--- config.mk ---
export PLATFORM = sky130hd
export DESIGN_NAME = go_to_goal_velocity_controller_top_flat
export DESIGN_NICKNAME = d
export VERILOG_FILES = /design/src/rtl/gtg_pkg.sv /design/src/rtl/gtg_in_if.sv /design/src/rtl/gtg_out_if.sv /design/src/rtl/gtg_front.sv /design/src/rtl/gtg_queue.sv /design/src/rtl/gtg_back.sv /design/src/rtl/go_to_goal_velocity_controller_top.sv /design/src/flat_wrapper.sv
export SDC_FILE = /design/constraint.sdc
export NUM_CORES = 2
export LEC_CHECK = 0
export BUFFER_PORTS_ARGS = -buffer_cell sky130_fd_sc_hd__buf_4
export CAP_MARGIN = 0
export CORE_AREA = 5 5 407 409
export DETAILED_ROUTE_END_ITERATION = 6
export DIE_AREA = 0 0 412 414
export GPL_ROUTABILITY_DRIVEN = 1
export HOLD_SLACK_MARGIN = 0.12
export PLACE_DENSITY = 0.53
export SLEW_MARGIN = 20
export SYNTH_ARGS = -nofsm -noshare
export SYNTH_HDL_FRONTEND = slang
export SYNTH_SLANG_ARGS = --single-unit
--- constraint.sdc ---
create_clock -name i_clk -period 17.4 [get_ports i_clk]
set_clock_uncertainty 0.15 [all_clocks]
set_input_delay 3.48 -clock i_clk [delete_from_list [all_inputs] [get_ports i_clk]]
set_output_delay 3.48 -clock i_clk [all_outputs]
set_load 0.03 [all_outputs]
--- src/rtl/gtg_pkg.sv ---
// shared types, constants and tables of the go-to-goal velocity controller
`timescale 1ns / 1ps
`default_nettype none

package gtg_pkg;

    // field widths
    localparam int POS_W   = 16;
    localparam int DIFF_W  = POS_W + 1;
    localparam int GAIN_W  = 12;
    localparam int DTOL_W  = 10;
    localparam int HTOL_W  = 13;
    localparam int LIN_W   = 20;
    localparam int ANGV_W  = 20;

    // configuration port
    localparam int CFG_IDX_W  = 2;
    localparam int CFG_DATA_W = 13;

    // cordic
    localparam int CORDIC_STEPS = 16;
    localparam int ATAN_LEN     = 24;
    localparam int ATAN_IDX_W   = 5;
    localparam int ATAN_W       = 31;
    localparam int ROT_STEPS    = (CORDIC_STEPS < ATAN_LEN) ? CORDIC_STEPS : ATAN_LEN;
    localparam int STEP_W       = $clog2(ROT_STEPS);
    localparam int GUARD_BITS   = 14;
    localparam int VEC_W        = 35;
    localparam int ZACC_W       = 34;

    // magnitude correction
    localparam int INVK_W     = 30;
    localparam int XLO_W      = 17;
    localparam int ACC_W      = VEC_W - 1 + INVK_W;
    localparam int DIST_SHIFT = 30 + GUARD_BITS;
    localparam int DIST_W     = 17;
    localparam int BEAR_SHIFT = 17;
    localparam logic [INVK_W-1:0] INV_K_Q30 = 30'd652032874;
    localparam logic signed [ZACC_W-1:0] PI_Q30 = 34'sd3373259426;

    // heading error
    localparam int ERR_W      = 19;
    localparam int WRAP_TRIES = 4;
    localparam logic signed [ERR_W-1:0] PI_Q13     = 19'sd25736;
    localparam logic signed [ERR_W-1:0] TWO_PI_Q13 = 19'sd51472;

    // gain products
    localparam int PROD_SHIFT = 8;
    localparam int ROUND_HALF = 128;
    localparam int LINS_W     = GAIN_W + DIST_W + 1;
    localparam int ANGS_W     = GAIN_W + ERR_W + 2;
    localparam logic [LIN_W-1:0] LIN_MAX = '1;

    // register reset values
    localparam logic [GAIN_W-1:0] DIST_GAIN_RST = 12'd128;
    localparam logic [GAIN_W-1:0] HEAD_GAIN_RST = 12'd512;
    localparam logic [DTOL_W-1:0] DIST_TOL_RST  = 10'd10;
    localparam logic [HTOL_W-1:0] HEAD_TOL_RST  = 13'd82;

    // job queue
    localparam int QUEUE_DEPTH = 2;
    localparam int QUEUE_AW    = $clog2(QUEUE_DEPTH);
    localparam int QUEUE_CNT_W = $clog2(QUEUE_DEPTH + 1);

    typedef enum logic [CFG_IDX_W-1:0] {
        CFG_DISTANCE_GAIN      = 2'd0,
        CFG_HEADING_GAIN       = 2'd1,
        CFG_DISTANCE_TOLERANCE = 2'd2,
        CFG_HEADING_TOLERANCE  = 2'd3
    } t_cfg_idx;

    typedef enum logic {
        CMD_GOAL  = 1'b0,
        CMD_ROBOT = 1'b1
    } t_pose_cmd;

    typedef struct packed {
        logic [GAIN_W-1:0] distance_gain;
        logic [GAIN_W-1:0] heading_gain;
        logic [DTOL_W-1:0] distance_tolerance;
        logic [HTOL_W-1:0] heading_tolerance;
    } t_cfg;

    typedef struct packed {
        logic signed [DIFF_W-1:0] dx;
        logic signed [DIFF_W-1:0] dy;
        logic signed [POS_W-1:0]  heading;
    } t_job;

    typedef struct packed {
        logic full;
        logic empty;
    } t_q_status;

    typedef enum logic [2:0] {
        S_IDLE,
        S_ROT,
        S_MUL_LO,
        S_MUL_HI,
        S_DIST,
        S_SCALE,
        S_OUT
    } t_back_state;

    // arctangent of 2^-i in Q30 radians, truncated
    function automatic logic [ATAN_W-1:0] atan_q30(input logic [ATAN_IDX_W-1:0] idx);
        logic [ATAN_W-1:0] v;
        case (idx)
            5'd0:    v = 31'd843314856;
            5'd1:    v = 31'd497837829;
            5'd2:    v = 31'd263043836;
            5'd3:    v = 31'd133525158;
            5'd4:    v = 31'd67021686;
            5'd5:    v = 31'd33543515;
            5'd6:    v = 31'd16775850;
            5'd7:    v = 31'd8388437;
            5'd8:    v = 31'd4194282;
            5'd9:    v = 31'd2097149;
            5'd10:   v = 31'd1048575;
            5'd11:   v = 31'd524287;
            5'd12:   v = 31'd262143;
            5'd13:   v = 31'd131071;
            5'd14:   v = 31'd65535;
            5'd15:   v = 31'd32767;
            5'd16:   v = 31'd16383;
            5'd17:   v = 31'd8191;
            5'd18:   v = 31'd4095;
            5'd19:   v = 31'd2047;
            5'd20:   v = 31'd1023;
            5'd21:   v = 31'd511;
            5'd22:   v = 31'd255;
            5'd23:   v = 31'd127;
            default: v = '0;
        endcase
        return v;
    endfunction

endpackage

`default_nettype wire

--- src/rtl/gtg_in_if.sv ---
// pose update channel
`timescale 1ns / 1ps
`default_nettype none

interface gtg_in_if;
    logic                              valid;
    logic                              ready;
    logic                              cmd;
    logic signed [gtg_pkg::POS_W-1:0]  pose_x;
    logic signed [gtg_pkg::POS_W-1:0]  pose_y;
    logic signed [gtg_pkg::POS_W-1:0]  pose_heading;

    modport source (output valid, cmd, pose_x, pose_y, pose_heading, input ready);
    modport sink   (input valid, cmd, pose_x, pose_y, pose_heading, output ready);
endinterface

`default_nettype wire

--- src/rtl/gtg_out_if.sv ---
// velocity command channel
`timescale 1ns / 1ps
`default_nettype none

interface gtg_out_if;
    logic                              valid;
    logic                              ready;
    logic [gtg_pkg::LIN_W-1:0]         linear_velocity;
    logic signed [gtg_pkg::ANGV_W-1:0] angular_velocity;

    modport source (output valid, linear_velocity, angular_velocity, input ready);
    modport sink   (input valid, linear_velocity, angular_velocity, output ready);
endinterface

`default_nettype wire

--- src/rtl/gtg_front.sv ---
// front end: takes pose updates, keeps goal and robot pose, issues jobs
`timescale 1ns / 1ps
`default_nettype none

module gtg_front (
    input  logic                 i_clk,
    input  logic                 i_rst_n,
    gtg_in_if.sink               i_in,
    input  gtg_pkg::t_q_status   i_q_status,
    output logic                 o_push,
    output gtg_pkg::t_job        o_job
);

    logic signed [gtg_pkg::POS_W-1:0] r_goal_x, r_goal_y;
    logic signed [gtg_pkg::POS_W-1:0] r_robot_x, r_robot_y, r_robot_heading;
    logic                             r_goal_seen, r_robot_seen;

    logic signed [gtg_pkg::POS_W-1:0] n_goal_x, n_goal_y;
    logic signed [gtg_pkg::POS_W-1:0] n_robot_x, n_robot_y, n_robot_heading;
    logic                             n_goal_seen, n_robot_seen;
    logic                             accept;
    logic                             is_robot;

    // accept while the queue has room
    assign i_in.ready = !i_q_status.full;
    assign accept     = i_in.valid && !i_q_status.full;
    assign is_robot   = (i_in.cmd == gtg_pkg::CMD_ROBOT);

    // pose state after this beat
    always_comb begin
        n_goal_x        = r_goal_x;
        n_goal_y        = r_goal_y;
        n_robot_x       = r_robot_x;
        n_robot_y       = r_robot_y;
        n_robot_heading = r_robot_heading;
        n_goal_seen     = r_goal_seen;
        n_robot_seen    = r_robot_seen;
        if (accept) begin
            if (is_robot) begin
                n_robot_x       = i_in.pose_x;
                n_robot_y       = i_in.pose_y;
                n_robot_heading = i_in.pose_heading;
                n_robot_seen    = 1'b1;
            end else begin
                n_goal_x    = i_in.pose_x;
                n_goal_y    = i_in.pose_y;
                n_goal_seen = 1'b1;
            end
        end
    end

    // job issue once both poses are known
    assign o_push        = accept && n_goal_seen && n_robot_seen;
    assign o_job.dx      = gtg_pkg::DIFF_W'(n_goal_x) - gtg_pkg::DIFF_W'(n_robot_x);
    assign o_job.dy      = gtg_pkg::DIFF_W'(n_goal_y) - gtg_pkg::DIFF_W'(n_robot_y);
    assign o_job.heading = n_robot_heading;

    // seen flags
    always_ff @(posedge i_clk) begin
        if (!i_rst_n) begin
            r_goal_seen  <= 1'b0;
            r_robot_seen <= 1'b0;
        end else begin
            r_goal_seen  <= n_goal_seen;
            r_robot_seen <= n_robot_seen;
        end
    end

    // pose registers
    always_ff @(posedge i_clk) begin
        r_goal_x        <= n_goal_x;
        r_goal_y        <= n_goal_y;
        r_robot_x       <= n_robot_x;
        r_robot_y       <= n_robot_y;
        r_robot_heading <= n_robot_heading;
    end

endmodule

`default_nettype wire

--- src/rtl/gtg_queue.sv ---
// short job queue between front and back
`timescale 1ns / 1ps
`default_nettype none

module gtg_queue (
    input  logic                 i_clk,
    input  logic                 i_rst_n,
    input  logic                 i_push,
    input  gtg_pkg::t_job        i_job,
    input  logic                 i_pop,
    output gtg_pkg::t_job        o_job,
    output gtg_pkg::t_q_status   o_status
);

    gtg_pkg::t_job                     r_mem [gtg_pkg::QUEUE_DEPTH];
    logic [gtg_pkg::QUEUE_AW-1:0]      r_wr, r_rd;
    logic [gtg_pkg::QUEUE_CNT_W-1:0]   r_cnt;
    logic [gtg_pkg::QUEUE_AW-1:0]      n_wr, n_rd;
    logic [gtg_pkg::QUEUE_CNT_W-1:0]   n_cnt;

    // pointer and fill count update
    always_comb begin
        n_wr  = r_wr;
        n_rd  = r_rd;
        n_cnt = r_cnt;
        if (i_push) begin
            n_wr = (r_wr == gtg_pkg::QUEUE_AW'(gtg_pkg::QUEUE_DEPTH - 1)) ? '0 : r_wr + 1'b1;
        end
        if (i_pop) begin
            n_rd = (r_rd == gtg_pkg::QUEUE_AW'(gtg_pkg::QUEUE_DEPTH - 1)) ? '0 : r_rd + 1'b1;
        end
        case ({i_push, i_pop})
            2'b10:   n_cnt = r_cnt + 1'b1;
            2'b01:   n_cnt = r_cnt - 1'b1;
            default: n_cnt = r_cnt;
        endcase
    end

    always_ff @(posedge i_clk) begin
        if (!i_rst_n) begin
            r_wr  <= '0;
            r_rd  <= '0;
            r_cnt <= '0;
        end else begin
            r_wr  <= n_wr;
            r_rd  <= n_rd;
            r_cnt <= n_cnt;
        end
    end

    // entry storage
    always_ff @(posedge i_clk) begin
        if (i_push) begin
            r_mem[r_wr] <= i_job;
        end
    end

    assign o_job          = r_mem[r_rd];
    assign o_status.full  = (r_cnt == gtg_pkg::QUEUE_CNT_W'(gtg_pkg::QUEUE_DEPTH));
    assign o_status.empty = (r_cnt == '0);

endmodule

`default_nettype wire

--- src/rtl/gtg_back.sv ---
// back end: iterative cordic, magnitude correction, heading error, gains
`timescale 1ns / 1ps
`default_nettype none

module gtg_back (
    input  logic                 i_clk,
    input  logic                 i_rst_n,
    input  gtg_pkg::t_cfg        i_cfg,
    input  gtg_pkg::t_q_status   i_q_status,
    input  gtg_pkg::t_job        i_job,
    output logic                 o_pop,
    gtg_out_if.source            o_out
);

    gtg_pkg::t_back_state                  r_state, n_state;
    logic [gtg_pkg::STEP_W-1:0]            r_step, n_step;
    logic signed [gtg_pkg::VEC_W-1:0]      r_x, r_y, n_x, n_y;
    logic signed [gtg_pkg::ZACC_W-1:0]     r_z, n_z;
    logic                                  r_zero, n_zero;
    logic signed [gtg_pkg::POS_W-1:0]      r_heading, n_heading;
    logic [gtg_pkg::ACC_W-1:0]             r_acc, n_acc;
    logic signed [gtg_pkg::ERR_W-1:0]      r_err, n_err;
    logic [gtg_pkg::DIST_W-1:0]            r_dist, n_dist;
    logic [gtg_pkg::LIN_W-1:0]             r_res_lin, n_res_lin;
    logic [gtg_pkg::ANGV_W-1:0]            r_res_ang, n_res_ang;
    logic                                  r_out_valid;
    logic [gtg_pkg::LIN_W-1:0]             r_out_lin;
    logic [gtg_pkg::ANGV_W-1:0]            r_out_ang;

    logic                                  out_free;
    logic                                  load_out;
    logic                                  dx_neg;
    logic signed [gtg_pkg::DIFF_W:0]       dx_pre, dy_pre;
    logic signed [gtg_pkg::VEC_W-1:0]      x_sh, y_sh;
    logic signed [gtg_pkg::ZACC_W-1:0]     atan_ext;
    logic [gtg_pkg::VEC_W-2:0]             x_pos;
    logic [gtg_pkg::XLO_W-1:0]             mul_a;
    logic [gtg_pkg::XLO_W+gtg_pkg::INVK_W-1:0] prod;
    logic [gtg_pkg::ACC_W-1:0]             dist_sum;
    logic signed [gtg_pkg::ZACC_W-1:0]     z_round;
    logic signed [gtg_pkg::ZACC_W-gtg_pkg::BEAR_SHIFT-1:0] bearing;
    logic signed [gtg_pkg::ERR_W-1:0]      err_wrap;
    logic [gtg_pkg::ERR_W-1:0]             aerr;
    logic                                  near;
    logic [gtg_pkg::GAIN_W+gtg_pkg::DIST_W-1:0] lin_prod;
    logic [gtg_pkg::LINS_W-1:0]            lin_sum;
    logic [gtg_pkg::LINS_W-gtg_pkg::PROD_SHIFT-1:0] lin_q;
    logic signed [gtg_pkg::GAIN_W+gtg_pkg::ERR_W:0] ang_prod;
    logic signed [gtg_pkg::ANGS_W-1:0]     ang_sum;

    assign out_free = !r_out_valid || o_out.ready;
    assign load_out = (r_state == gtg_pkg::S_OUT) && out_free;
    assign o_pop    = (r_state == gtg_pkg::S_IDLE) && !i_q_status.empty;

    // pre-rotation into the right half plane
    assign dx_neg = i_job.dx[gtg_pkg::DIFF_W-1];
    assign dx_pre = dx_neg ? -(gtg_pkg::DIFF_W'(1)'(0) + (gtg_pkg::DIFF_W + 1)'(i_job.dx))
                           : (gtg_pkg::DIFF_W + 1)'(i_job.dx);
    assign dy_pre = dx_neg ? -((gtg_pkg::DIFF_W + 1)'(i_job.dy))
                           : (gtg_pkg::DIFF_W + 1)'(i_job.dy);

    // one cordic micro-rotation
    assign x_sh     = r_x >>> r_step;
    assign y_sh     = r_y >>> r_step;
    assign atan_ext = $signed({{(gtg_pkg::ZACC_W - gtg_pkg::ATAN_W){1'b0}},
                               gtg_pkg::atan_q30(gtg_pkg::ATAN_IDX_W'(r_step))});

    // shared magnitude multiplier, low half then high half
    assign x_pos = r_x[gtg_pkg::VEC_W-1] ? '0 : r_x[gtg_pkg::VEC_W-2:0];
    assign mul_a = (r_state == gtg_pkg::S_MUL_HI) ? x_pos[gtg_pkg::VEC_W-2:gtg_pkg::XLO_W]
                                                  : x_pos[gtg_pkg::XLO_W-1:0];
    assign prod  = mul_a * gtg_pkg::INV_K_Q30;

    // rounding of distance and bearing
    assign dist_sum = r_acc + (gtg_pkg::ACC_W'(1) << (gtg_pkg::DIST_SHIFT - 1));
    assign z_round  = r_z + (gtg_pkg::ZACC_W'(1) << (gtg_pkg::BEAR_SHIFT - 1));
    assign bearing  = r_zero ? '0 : $signed(z_round[gtg_pkg::ZACC_W-1:gtg_pkg::BEAR_SHIFT]);

    // heading error wrap into (-pi, pi]
    always_comb begin
        err_wrap = r_err;
        for (int k = 0; k < gtg_pkg::WRAP_TRIES; k++) begin
            if (err_wrap > gtg_pkg::PI_Q13) begin
                err_wrap = err_wrap - gtg_pkg::TWO_PI_Q13;
            end
        end
        for (int k = 0; k < gtg_pkg::WRAP_TRIES; k++) begin
            if (err_wrap <= -gtg_pkg::PI_Q13) begin
                err_wrap = err_wrap + gtg_pkg::TWO_PI_Q13;
            end
        end
    end

    // gains, saturation and stop window
    assign aerr     = r_err[gtg_pkg::ERR_W-1] ? gtg_pkg::ERR_W'(-r_err) : gtg_pkg::ERR_W'(r_err);
    assign near     = (r_dist < gtg_pkg::DIST_W'(i_cfg.distance_tolerance)) &&
                      (aerr < gtg_pkg::ERR_W'(i_cfg.heading_tolerance));
    assign lin_prod = i_cfg.distance_gain * r_dist;
    assign lin_sum  = gtg_pkg::LINS_W'(lin_prod) + gtg_pkg::LINS_W'(gtg_pkg::ROUND_HALF);
    assign lin_q    = lin_sum[gtg_pkg::LINS_W-1:gtg_pkg::PROD_SHIFT];
    assign ang_prod = $signed({1'b0, i_cfg.heading_gain}) * r_err;
    assign ang_sum  = gtg_pkg::ANGS_W'(ang_prod) + gtg_pkg::ANGS_W'(gtg_pkg::ROUND_HALF);

    // next state
    always_comb begin
        n_state = r_state;
        case (r_state)
            gtg_pkg::S_IDLE: begin
                if (!i_q_status.empty) begin
                    n_state = gtg_pkg::S_ROT;
                end
            end
            gtg_pkg::S_ROT: begin
                if (r_step == gtg_pkg::STEP_W'(gtg_pkg::ROT_STEPS - 1)) begin
                    n_state = gtg_pkg::S_MUL_LO;
                end
            end
            gtg_pkg::S_MUL_LO: n_state = gtg_pkg::S_MUL_HI;
            gtg_pkg::S_MUL_HI: n_state = gtg_pkg::S_DIST;
            gtg_pkg::S_DIST:   n_state = gtg_pkg::S_SCALE;
            gtg_pkg::S_SCALE:  n_state = gtg_pkg::S_OUT;
            gtg_pkg::S_OUT: begin
                if (out_free) begin
                    n_state = gtg_pkg::S_IDLE;
                end
            end
            default: n_state = gtg_pkg::S_IDLE;
        endcase
    end

    // datapath per state
    always_comb begin
        n_step    = r_step;
        n_x       = r_x;
        n_y       = r_y;
        n_z       = r_z;
        n_zero    = r_zero;
        n_heading = r_heading;
        n_acc     = r_acc;
        n_err     = r_err;
        n_dist    = r_dist;
        n_res_lin = r_res_lin;
        n_res_ang = r_res_ang;
        case (r_state)
            gtg_pkg::S_IDLE: begin
                n_step    = '0;
                n_zero    = (i_job.dx == '0) && (i_job.dy == '0);
                n_heading = i_job.heading;
                n_x       = gtg_pkg::VEC_W'(dx_pre) <<< gtg_pkg::GUARD_BITS;
                n_y       = gtg_pkg::VEC_W'(dy_pre) <<< gtg_pkg::GUARD_BITS;
                if (!dx_neg) begin
                    n_z = '0;
                end else if (!i_job.dy[gtg_pkg::DIFF_W-1]) begin
                    n_z = gtg_pkg::PI_Q30;
                end else begin
                    n_z = -gtg_pkg::PI_Q30;
                end
            end
            gtg_pkg::S_ROT: begin
                n_step = r_step + 1'b1;
                if (r_y > 0) begin
                    n_x = r_x + y_sh;
                    n_y = r_y - x_sh;
                    n_z = r_z + atan_ext;
                end else begin
                    n_x = r_x - y_sh;
                    n_y = r_y + x_sh;
                    n_z = r_z - atan_ext;
                end
            end
            gtg_pkg::S_MUL_LO: begin
                n_acc = gtg_pkg::ACC_W'(prod);
                n_err = gtg_pkg::ERR_W'(bearing) - gtg_pkg::ERR_W'(r_heading);
            end
            gtg_pkg::S_MUL_HI: begin
                n_acc = r_acc + (gtg_pkg::ACC_W'(prod) << gtg_pkg::XLO_W);
                n_err = err_wrap;
            end
            gtg_pkg::S_DIST: begin
                n_dist = r_zero ? '0 : dist_sum[gtg_pkg::DIST_SHIFT +: gtg_pkg::DIST_W];
            end
            gtg_pkg::S_SCALE: begin
                if (near) begin
                    n_res_lin = '0;
                    n_res_ang = '0;
                end else begin
                    n_res_lin = (lin_q > gtg_pkg::LINS_W'(gtg_pkg::LIN_MAX)) ? gtg_pkg::LIN_MAX
                                : lin_q[gtg_pkg::LIN_W-1:0];
                    n_res_ang = ang_sum[gtg_pkg::PROD_SHIFT +: gtg_pkg::ANGV_W];
                end
            end
            default: begin
                n_step = r_step;
            end
        endcase
    end

    // control registers
    always_ff @(posedge i_clk) begin
        if (!i_rst_n) begin
            r_state     <= gtg_pkg::S_IDLE;
            r_out_valid <= 1'b0;
        end else begin
            r_state <= n_state;
            if (load_out) begin
                r_out_valid <= 1'b1;
            end else if (o_out.ready) begin
                r_out_valid <= 1'b0;
            end
        end
    end

    // datapath registers
    always_ff @(posedge i_clk) begin
        r_step    <= n_step;
        r_x       <= n_x;
        r_y       <= n_y;
        r_z       <= n_z;
        r_zero    <= n_zero;
        r_heading <= n_heading;
        r_acc     <= n_acc;
        r_err     <= n_err;
        r_dist    <= n_dist;
        r_res_lin <= n_res_lin;
        r_res_ang <= n_res_ang;
        if (load_out) begin
            r_out_lin <= r_res_lin;
            r_out_ang <= r_res_ang;
        end
    end

    assign o_out.valid            = r_out_valid;
    assign o_out.linear_velocity  = r_out_lin;
    assign o_out.angular_velocity = $signed(r_out_ang);

endmodule

`default_nettype wire

--- src/rtl/go_to_goal_velocity_controller_top.sv ---
// top level of the go-to-goal velocity controller
// Pose updates come in on i_in (valid/ready): cmd low sets the goal x/y,
// cmd high sets the robot x/y and heading. Once both kinds have been seen,
// every accepted beat yields one velocity command beat on o_out
// (linear_velocity Q10.10 unsigned, angular_velocity Q7.13 signed).
// Gains and stop tolerances are written through i_cfg_we/i_cfg_idx/i_cfg_data
// only while the block is idle: a rule for the user that the block itself
// does not enforce; one write per cycle, no read-back.
// Each job runs the 16-step iterative cordic, then its finishing steps
// (two-pass magnitude multiply, rounding, gains, output load); the back end
// takes no new job until the last is done. A two-entry job queue lets the
// front take two more beats while the back end works.
// Reset (synchronous, active low) clears both seen flags, empties the queue,
// drops o_out.valid and restores register defaults (gains 0.5 and 2.0).
// When the receiver stalls, the command is held on o_out; the back end then
// waits, the queue fills and i_in.ready drops.
`timescale 1ns / 1ps
`default_nettype none

module go_to_goal_velocity_controller_top (
    input  logic                              i_clk,
    input  logic                              i_rst_n,
    input  logic                              i_cfg_we,
    input  logic [gtg_pkg::CFG_IDX_W-1:0]     i_cfg_idx,
    input  logic [gtg_pkg::CFG_DATA_W-1:0]    i_cfg_data,
    gtg_in_if.sink                            i_in,
    gtg_out_if.source                         o_out
);

    gtg_pkg::t_cfg      r_cfg, n_cfg;
    gtg_pkg::t_q_status q_status;
    gtg_pkg::t_job      push_job, head_job;
    logic               push, pop;

    // register write decode
    always_comb begin
        n_cfg = r_cfg;
        if (i_cfg_we) begin
            case (gtg_pkg::t_cfg_idx'(i_cfg_idx))
                gtg_pkg::CFG_DISTANCE_GAIN:
                    n_cfg.distance_gain = i_cfg_data[gtg_pkg::GAIN_W-1:0];
                gtg_pkg::CFG_HEADING_GAIN:
                    n_cfg.heading_gain = i_cfg_data[gtg_pkg::GAIN_W-1:0];
                gtg_pkg::CFG_DISTANCE_TOLERANCE:
                    n_cfg.distance_tolerance = i_cfg_data[gtg_pkg::DTOL_W-1:0];
                gtg_pkg::CFG_HEADING_TOLERANCE:
                    n_cfg.heading_tolerance = i_cfg_data[gtg_pkg::HTOL_W-1:0];
                default: n_cfg = r_cfg;
            endcase
        end
    end

    always_ff @(posedge i_clk) begin
        if (!i_rst_n) begin
            r_cfg.distance_gain      <= gtg_pkg::DIST_GAIN_RST;
            r_cfg.heading_gain       <= gtg_pkg::HEAD_GAIN_RST;
            r_cfg.distance_tolerance <= gtg_pkg::DIST_TOL_RST;
            r_cfg.heading_tolerance  <= gtg_pkg::HEAD_TOL_RST;
        end else begin
            r_cfg <= n_cfg;
        end
    end

    // front end
    gtg_front u_front (
        .i_clk      (i_clk),
        .i_rst_n    (i_rst_n),
        .i_in       (i_in),
        .i_q_status (q_status),
        .o_push     (push),
        .o_job      (push_job)
    );

    // job queue
    gtg_queue u_queue (
        .i_clk    (i_clk),
        .i_rst_n  (i_rst_n),
        .i_push   (push),
        .i_job    (push_job),
        .i_pop    (pop),
        .o_job    (head_job),
        .o_status (q_status)
    );

    // back end
    gtg_back u_back (
        .i_clk      (i_clk),
        .i_rst_n    (i_rst_n),
        .i_cfg      (r_cfg),
        .i_q_status (q_status),
        .i_job      (head_job),
        .o_pop      (pop),
        .o_out      (o_out)
    );

endmodule

`default_nettype wire

--- src/flat_wrapper.sv ---
// flat-port wrapper written by rule: the top's interface ports become plain ports
module go_to_goal_velocity_controller_top_flat 
  (i_clk, i_rst_n, i_cfg_we, i_cfg_idx, i_cfg_data, i_in_valid, i_in_cmd, i_in_pose_x, i_in_pose_y, i_in_pose_heading, i_in_ready, o_out_valid, o_out_linear_velocity, o_out_angular_velocity, o_out_ready);
  gtg_in_if i_in_i ();
  gtg_out_if o_out_i ();
  input  logic i_clk;
  input  logic i_rst_n;
  input  logic i_cfg_we;
  input  logic [gtg_pkg::CFG_IDX_W-1:0] i_cfg_idx;
  input  logic [gtg_pkg::CFG_DATA_W-1:0] i_cfg_data;
  input wire logic [$bits(i_in_i.valid)-1:0] i_in_valid;
  input wire logic [$bits(i_in_i.cmd)-1:0] i_in_cmd;
  input wire logic [$bits(i_in_i.pose_x)-1:0] i_in_pose_x;
  input wire logic [$bits(i_in_i.pose_y)-1:0] i_in_pose_y;
  input wire logic [$bits(i_in_i.pose_heading)-1:0] i_in_pose_heading;
  output wire logic [$bits(i_in_i.ready)-1:0] i_in_ready;
  output wire logic [$bits(o_out_i.valid)-1:0] o_out_valid;
  output wire logic [$bits(o_out_i.linear_velocity)-1:0] o_out_linear_velocity;
  output wire logic [$bits(o_out_i.angular_velocity)-1:0] o_out_angular_velocity;
  input wire logic [$bits(o_out_i.ready)-1:0] o_out_ready;
  assign i_in_i.valid = i_in_valid;
  assign i_in_i.cmd = i_in_cmd;
  assign i_in_i.pose_x = i_in_pose_x;
  assign i_in_i.pose_y = i_in_pose_y;
  assign i_in_i.pose_heading = i_in_pose_heading;
  assign i_in_ready = i_in_i.ready;
  assign o_out_valid = o_out_i.valid;
  assign o_out_linear_velocity = o_out_i.linear_velocity;
  assign o_out_angular_velocity = o_out_i.angular_velocity;
  assign o_out_i.ready = o_out_ready;
  go_to_goal_velocity_controller_top u_core (.i_clk(i_clk), .i_rst_n(i_rst_n), .i_cfg_we(i_cfg_we), .i_cfg_idx(i_cfg_idx), .i_cfg_data(i_cfg_data), .i_in(i_in_i), .o_out(o_out_i));
endmodule
Word-level counts from Yosys, hierarchy flattened
Memories as Yosys holds them, arrays and structs flattened. A register that Yosys moved wholly into a read port is not among the register bits.
Index checks and enable logic that the tools add are counted.
W data, S select, Z words.

word-level totals
  bits in registers = 442
  bits in read-only memories = 480
  bits in writable memories = 100
  memories kept = 2
  output and inout port bits = 42

operators by class
  $add $sub $neg = 30
  equality and inequality tests = 16
  $lt $le $gt $ge = 12
  multiply operators = 3
  reduce and logical (&&, ||, !) cells = 25
  muxes and demuxes = 54
  shift-type cells = 2

memories
  name                  words  width  read ports  clocked after memory_dff  write ports  line             RTL
  (name not given)      16     30     1           1                         0            gtg_pkg.sv:108   case (idx)
  u_core.u_queue.r_mem  2      50     1           1                         1            gtg_queue.sv:15  gtg_pkg::t_job r_mem [gtg_pkg::QUEUE_DEPTH];

operators with widths
  operator                  count
  $mux W19                  9
  $mux W16                  10
  $pmux W35 S2              2
  $mux W34                  4
  $pmux W64 S2              1
  $add A19 B17 Y19 const B  4
  $gt A19 B16 Y1 const B    4
  $le A19 B16 Y1 const B    4
  $sub A19 B17 Y19 const B  4
  $add A35 B35 Y35          2
  $mux W35                  2
  $sshr A35 B4 Y35          2
  $sub A35 B35 Y35          2
  $pmux W34 S2              1
  $add A64 B64 Y64          1
  $add A61 B44 Y61 const B  1
  $mul A17 B29 Y46 const B  1
  $pmux W19 S2              1
  $mux W18                  2
  $neg A17 Y18              2
  $gt A35 B1 Y1 const B     1
  $add A34 B18 Y34 const B  1
  $add A34 B32 Y34          1
  $logic_not A17 Y1         2
  38 further kinds          78

Longest topological paths before layout
  word-level depth = 17
  gate-level depth with buffers = 60

Cells and area by module
A second synthesis with hierarchy kept.

second synthesis, totals
  cell total of the unflattened synthesis = 6733
  area total of the unflattened synthesis = 62547.5 um^2

modules (own cells, without submodules)
  module                              seq. area each (um^2)  area each (um^2)  cells an instance  times used
  gtg_back                            9188.8                 52663.0           5949               1
  gtg_front                           1641.6                 4259.1            425                1
  gtg_queue                           3103.0                 3811.2            178                1
  go_to_goal_velocity_controller_top  940.9                  1814.2            181                1

Worst setup path before layout
OpenSTA, ideal clock, no wires.

  path kind = register to register
  start point = reg u_core.u_back.r_state[1]
  end point = reg u_core.u_back.r_acc[59] (netlist name), data pin
  setup time = 266 ps
  stages on the path, launching flop included = 54
  buffers on the path = 3
  setup slack = 3616 ps
  arrival time = 13368 ps
  cells stage by stage = dfxtp_1 > nor2b_1 > and2_1 > clkbuf_1 > buf_1 > clkbuf_1 > nand2_1 > a21oi_1 > ha_1 > inv_1 > fa_1 > inv_1 > ha_1 > fa_1 > inv_1 > fa_1 > fa_1 > inv_1 > (+18 left out) > nor2b_1 > o31a_1 > or4_1 > a31o_2 > nor2_1 > xnor2_1 > ha_1 > and3_1 > a211o_1 > a21o_1 > a21o_1 > a21o_1 > a21o_1 > a21oi_1 > o21bai_1 > a21oi_1 > xor2_1 > nor2_1

between the ends
  longest elaborated chain between the ends = 5

RTL lines
  what                    line                             RTL
  start, declared         gtg_back.sv:15                   gtg_pkg::t_back_state r_state, n_state;
  start signal, assigned  gtg_back.sv:201                  r_state <= gtg_pkg::S_IDLE;
  start signal, assigned  gtg_back.sv:204                  r_state <= n_state;
  $eq A3 B2 Y1            gtg_back.sv:70, gtg_back.sv:144
  $mux W17                gtg_back.sv:70                   assign mul_a = (r_state == gtg_pkg::S_MUL_HI) ? x_pos[gtg_pkg::VEC_W-2:gtg_pkg::XLO_W]
  $mul A17 B29 Y46        gtg_back.sv:72                   assign prod = mul_a * gtg_pkg::INV_K_Q30;
  $add A64 B64 Y64        gtg_back.sv:176                  n_acc = r_acc + (gtg_pkg::ACC_W'(prod) << gtg_pkg::XLO_W);
  $pmux W64 S2 *          gtg_back.sv:144                  case (r_state)
  end signal, assigned    gtg_back.sv:221                  r_acc <= n_acc;
  end, declared           gtg_back.sv:21                   logic [gtg_pkg::ACC_W-1:0] r_acc, n_acc;

Every way passes the cells marked *; elsewhere a longest branch is shown, timed or not.
A chain may end at the register's enable or synchronous reset.

Worst setup path in the final report
  start point = reg u_core.u_back.r_err[17] (netlist name)
  end point = reg u_core.u_back.r_err[9] (netlist name), data pin

between the ends
  longest elaborated chain between the ends = 17

RTL lines
  what                                                       line                            RTL
  start, declared                                            gtg_back.sv:22                  logic signed [gtg_pkg::ERR_W-1:0] r_err, n_err;
  start signal, assigned                                     gtg_back.sv:222                 r_err <= n_err;
  $gt A19 B16 Y1 / $sub A19 B17 Y19 (equally long branches)  gtg_back.sv:83, gtg_back.sv:84
  $mux W19 *                                                 gtg_back.sv:83                  if (err_wrap > gtg_pkg::PI_Q13) begin
  $sub A19 B17 Y19 / $gt A19 B16 Y1 (equally long branches)  gtg_back.sv:84, gtg_back.sv:83
  $mux W19 *                                                 gtg_back.sv:83
  $sub A19 B17 Y19 / $gt A19 B16 Y1 (equally long branches)  gtg_back.sv:84, gtg_back.sv:83
  $mux W19 *                                                 gtg_back.sv:83
  $sub A19 B17 Y19 / $gt A19 B16 Y1 (equally long branches)  gtg_back.sv:84, gtg_back.sv:83
  $mux W19 *                                                 gtg_back.sv:83
  (+2 left out)                                              n/a
  $add A19 B17 Y19 / $le A19 B16 Y1 (equally long branches)  gtg_back.sv:89, gtg_back.sv:88
  $mux W19 *                                                 gtg_back.sv:88                  if (err_wrap <= -gtg_pkg::PI_Q13) begin
  $add A19 B17 Y19 / $le A19 B16 Y1 (equally long branches)  gtg_back.sv:89, gtg_back.sv:88
  $mux W19 *                                                 gtg_back.sv:88
  $add A19 B17 Y19 / $le A19 B16 Y1 (equally long branches)  gtg_back.sv:89, gtg_back.sv:88
  $mux W19 *                                                 gtg_back.sv:88
  $pmux W19 S2 *                                             gtg_back.sv:144
  named net u_core.u_back.n_err (one bit)                    gtg_back.sv:22

Mark *: on every way through the listed nets, which the timed path passes. The rest lies on a longest branch.

==> out/metrics.cfg <==
[run_status]
status=finished clean

[clock_network]
cts_made_buffers=70
cts_max_level=3
clock_path_buffers=3
cts-root-buf=clkbuf_16
cts_tree=done
cts_hold_buffers=0
postCtsSetupRepairBufs=0
insertion_delay_ns=0.68
cts_resized=0
cts.sinks=551
clkTransAtPathRegs_ns=0.07

[routing]
first_iter_violations=2960
ant_nets=0
vias_per_cell=5.285
via_count=47670
drc=0
wl_per_cell_um=19.04
drtPass1Iterations=6
wl_um=171700

[timing]
fmax_mhz=65.65
worstMarginPinSlew_ns=1.060
setup_viol=0
layout_min_cycle_time_ns=15.23
layout_worst_path_cycle_share_pct=87.54
rsz0062_at_grt=no
fin_tns_setup_ns=0
slew_violations=0
slew_headroom_pct=28.58
finalHoldViolations=0

[final_layout]
fin_nets=7955
layout-drive-gt1-share_pct=8.591
area_growth_pct=8.650

[grt]
grt_start_max_net_pins=73
antenna_found_initial=2
grtUsageMet2_pct=34.63
grt_pass1_vias=48490
gr-max-usage-layer=met2
grt_util_all_layers_pct=19.98
use_met1_pct=26.66
overflow=0
grtUsageMet3_pct=2.205
grt_pass1_wl_um=273900

[setup_path]
path_class=reg2reg
cp-end-kind=flop
arrival_ns=15.44
cp.required_ns=17.61
worstPathMaxFanout=25
crit_slowest_cell=a21o_1
critPathMaxStageDelay_ns=0.73
worst_setup_path_start_kind=flop

[die]
pin_count=111
start_util_pct=38.71
core-area_sq_um=161700
die_w_um=412
dieArea_sq_um=170600
rows=148
die_h_um=414

[synth]
ys_warn_count=0
netlist_area_sq_um=62590
synth.top_cell.area_share_pct=18.42
synth_enable_flop_cells=384
synthArstFlopShare_pct=0
ys_ff_latch=551
synth_top_area_cell=edfxtp_1
synthDistinctLibCells=125
synth_area_leaders=edfxtp_1, fa_1, ha_1
syn_inst=6819
yosysSeqAreaShare_pct=23.77
synth_nets=7986
synth_area_per_cell_sq_um=9.178
synth_flop_cell=edfxtp_1

[min_path]
worstHoldPathType=reg2reg

[place]
gp_congestion=0.8815
hpwl_um=135500
io_buffers=110

[flow_run]
drv_cap=0

==> cell usage in the layout, fill, tap and decap left out, types with 81 or more instances in the layout <==
master      n
xnor2_1   291
ha_1      555
edfxtp_1  384
xor2_1    149
a21oi_1   303
nand2_1   738
mux2_2    125
nor2_1    384
and2_1    215
nand3_1   105
buf_4     186
a21boi_0   81
mux2i_1   142
dfxtp_1   166
o21ai_0   341
fa_1      543
nor3_1     81
inv_1     879
==> worst max-delay path, delay by kind of cell, from the launching register on <==
family | cells | cell delay (ns)
XOR/XNOR | 5 | 1.50
adder cells (fa/ha/maj) | 2 | 0.66
multiplexers | 1 | 0.38
flip-flops | 1 | 0.36
buffers and inverters | 5 | 1.01
AND/OR/NAND/NOR | 9 | 2.69
AO/OA/AOI/OAI | 23 | 8.14
==> sequential cells by signal, indices dropped and copies added (netlist names), 17 cells and up, named ones only <==
name	cells
u_core.u_back.o_out.linear_velocity	20
u_core.u_back.r_x	35
u_core.r_cfg	47
u_core.u_back.r_dist	17
u_core.u_back.r_acc	43
u_core.u_queue.r_mem	100
u_core.u_back.r_err	19
u_core.u_back.atan_ext	29
u_core.u_back.r_z	34
u_core.u_back.r_res_lin	20
u_core.u_back.r_res_ang	20
u_core.u_back.r_y	35
u_core.u_back.o_out.angular_velocity	20
==> cells by family after synthesis <==
family	after synthesis	synth area share [%]
AND/OR/NAND/NOR	1923	14.54
multiplexers	299	5.616
buffers and inverters	1172	7.129
XOR/XNOR	446	6.331
AO/OA/AOI/OAI	1330	14.15
flip-flops	551	23.77
adder cells (fa/ha/maj)	1098	28.46
==> per-layer routing <==
| metal | vias to the layer above | wire length, um | part of all wire [%] |
|---|---|---|---|
| met5 | - | 0 | 0 |
| met4 | 0 | 4319 | 2.5 |
| met3 | 221 | 6372 | 3.7 |
| met2 | 918 | 83900 | 49 |
| met1 | 23480 | 77150 | 45 |
| li1 | 23050 | - | - |
==> synthesized netlist by cell type, drive strengths merged, types with 70 or more instances <==
library cell  instances
nand2               739
nor3                 85
edfxtp              384
nor2b                73
a21boi               83
a21oi               307
and3                 70
nor2                390
nand3               106
mux2i               143
dfxtp               167
clkbuf              235
o21ai               360
xnor2               297
ha                  555
and2                218
mux2                127
xor2                149
inv                 881
fa                  543
a21o                 79
==> final timing paths <==
check,from,end,slack (ns),cells after the start
hold / removal,u_core.u_back.r_res_ang[3]$_SDFFCE_PP0P_,u_core.u_back.o_out.angular_velocity[3]$_DFFE_PP_,0.26,0
hold reg to reg,u_core.u_back.r_res_ang[3]$_SDFFCE_PP0P_,u_core.u_back.o_out.angular_velocity[3]$_DFFE_PP_,0.26,0
setup / recovery,u_core.u_back.r_err[17]$_DFFE_PP_,u_core.u_back.r_err[9]$_DFFE_PP_,2.17,45
setup reg to reg,u_core.u_back.r_err[17]$_DFFE_PP_,u_core.u_back.r_err[9]$_DFFE_PP_,2.17,45
==> per-stage QoR <==
step           instance area, sq um  hold slack, ns  setup slack [ns]  utilization (%)  std cells
2_1_floorplan                 62590          0.2503             3.616                -       6819
3_3_place_gp                  65640          0.2528             2.384            40.61       8890
3_5_place_dp                  65640          0.2545             2.113            40.61       8890
4_1_cts                       67990          0.2661             2.080            42.06       9018
5_1_grt                       68000          0.2723             1.303            42.06       9019
6_report                      68000          0.2619             2.168            42.06       9020
==> layout make-up <==
class | count | area [sq um]
fill | 16010 | 93660
inverter | 882 | 3313
antenna | 1 | 2.502
timing repair buffer | 187 | 1401
clock inverter | 40 | 470.5
clock buffer | 88 | 1879
multi-input combinational | 5096 | 43340
sequential | 551 | 14880
tap | 2175 | 2721
Power is left out: the tool's default activity adds up to more than one toggle a clock period on the data nets, which glitch-free logic cannot reach.
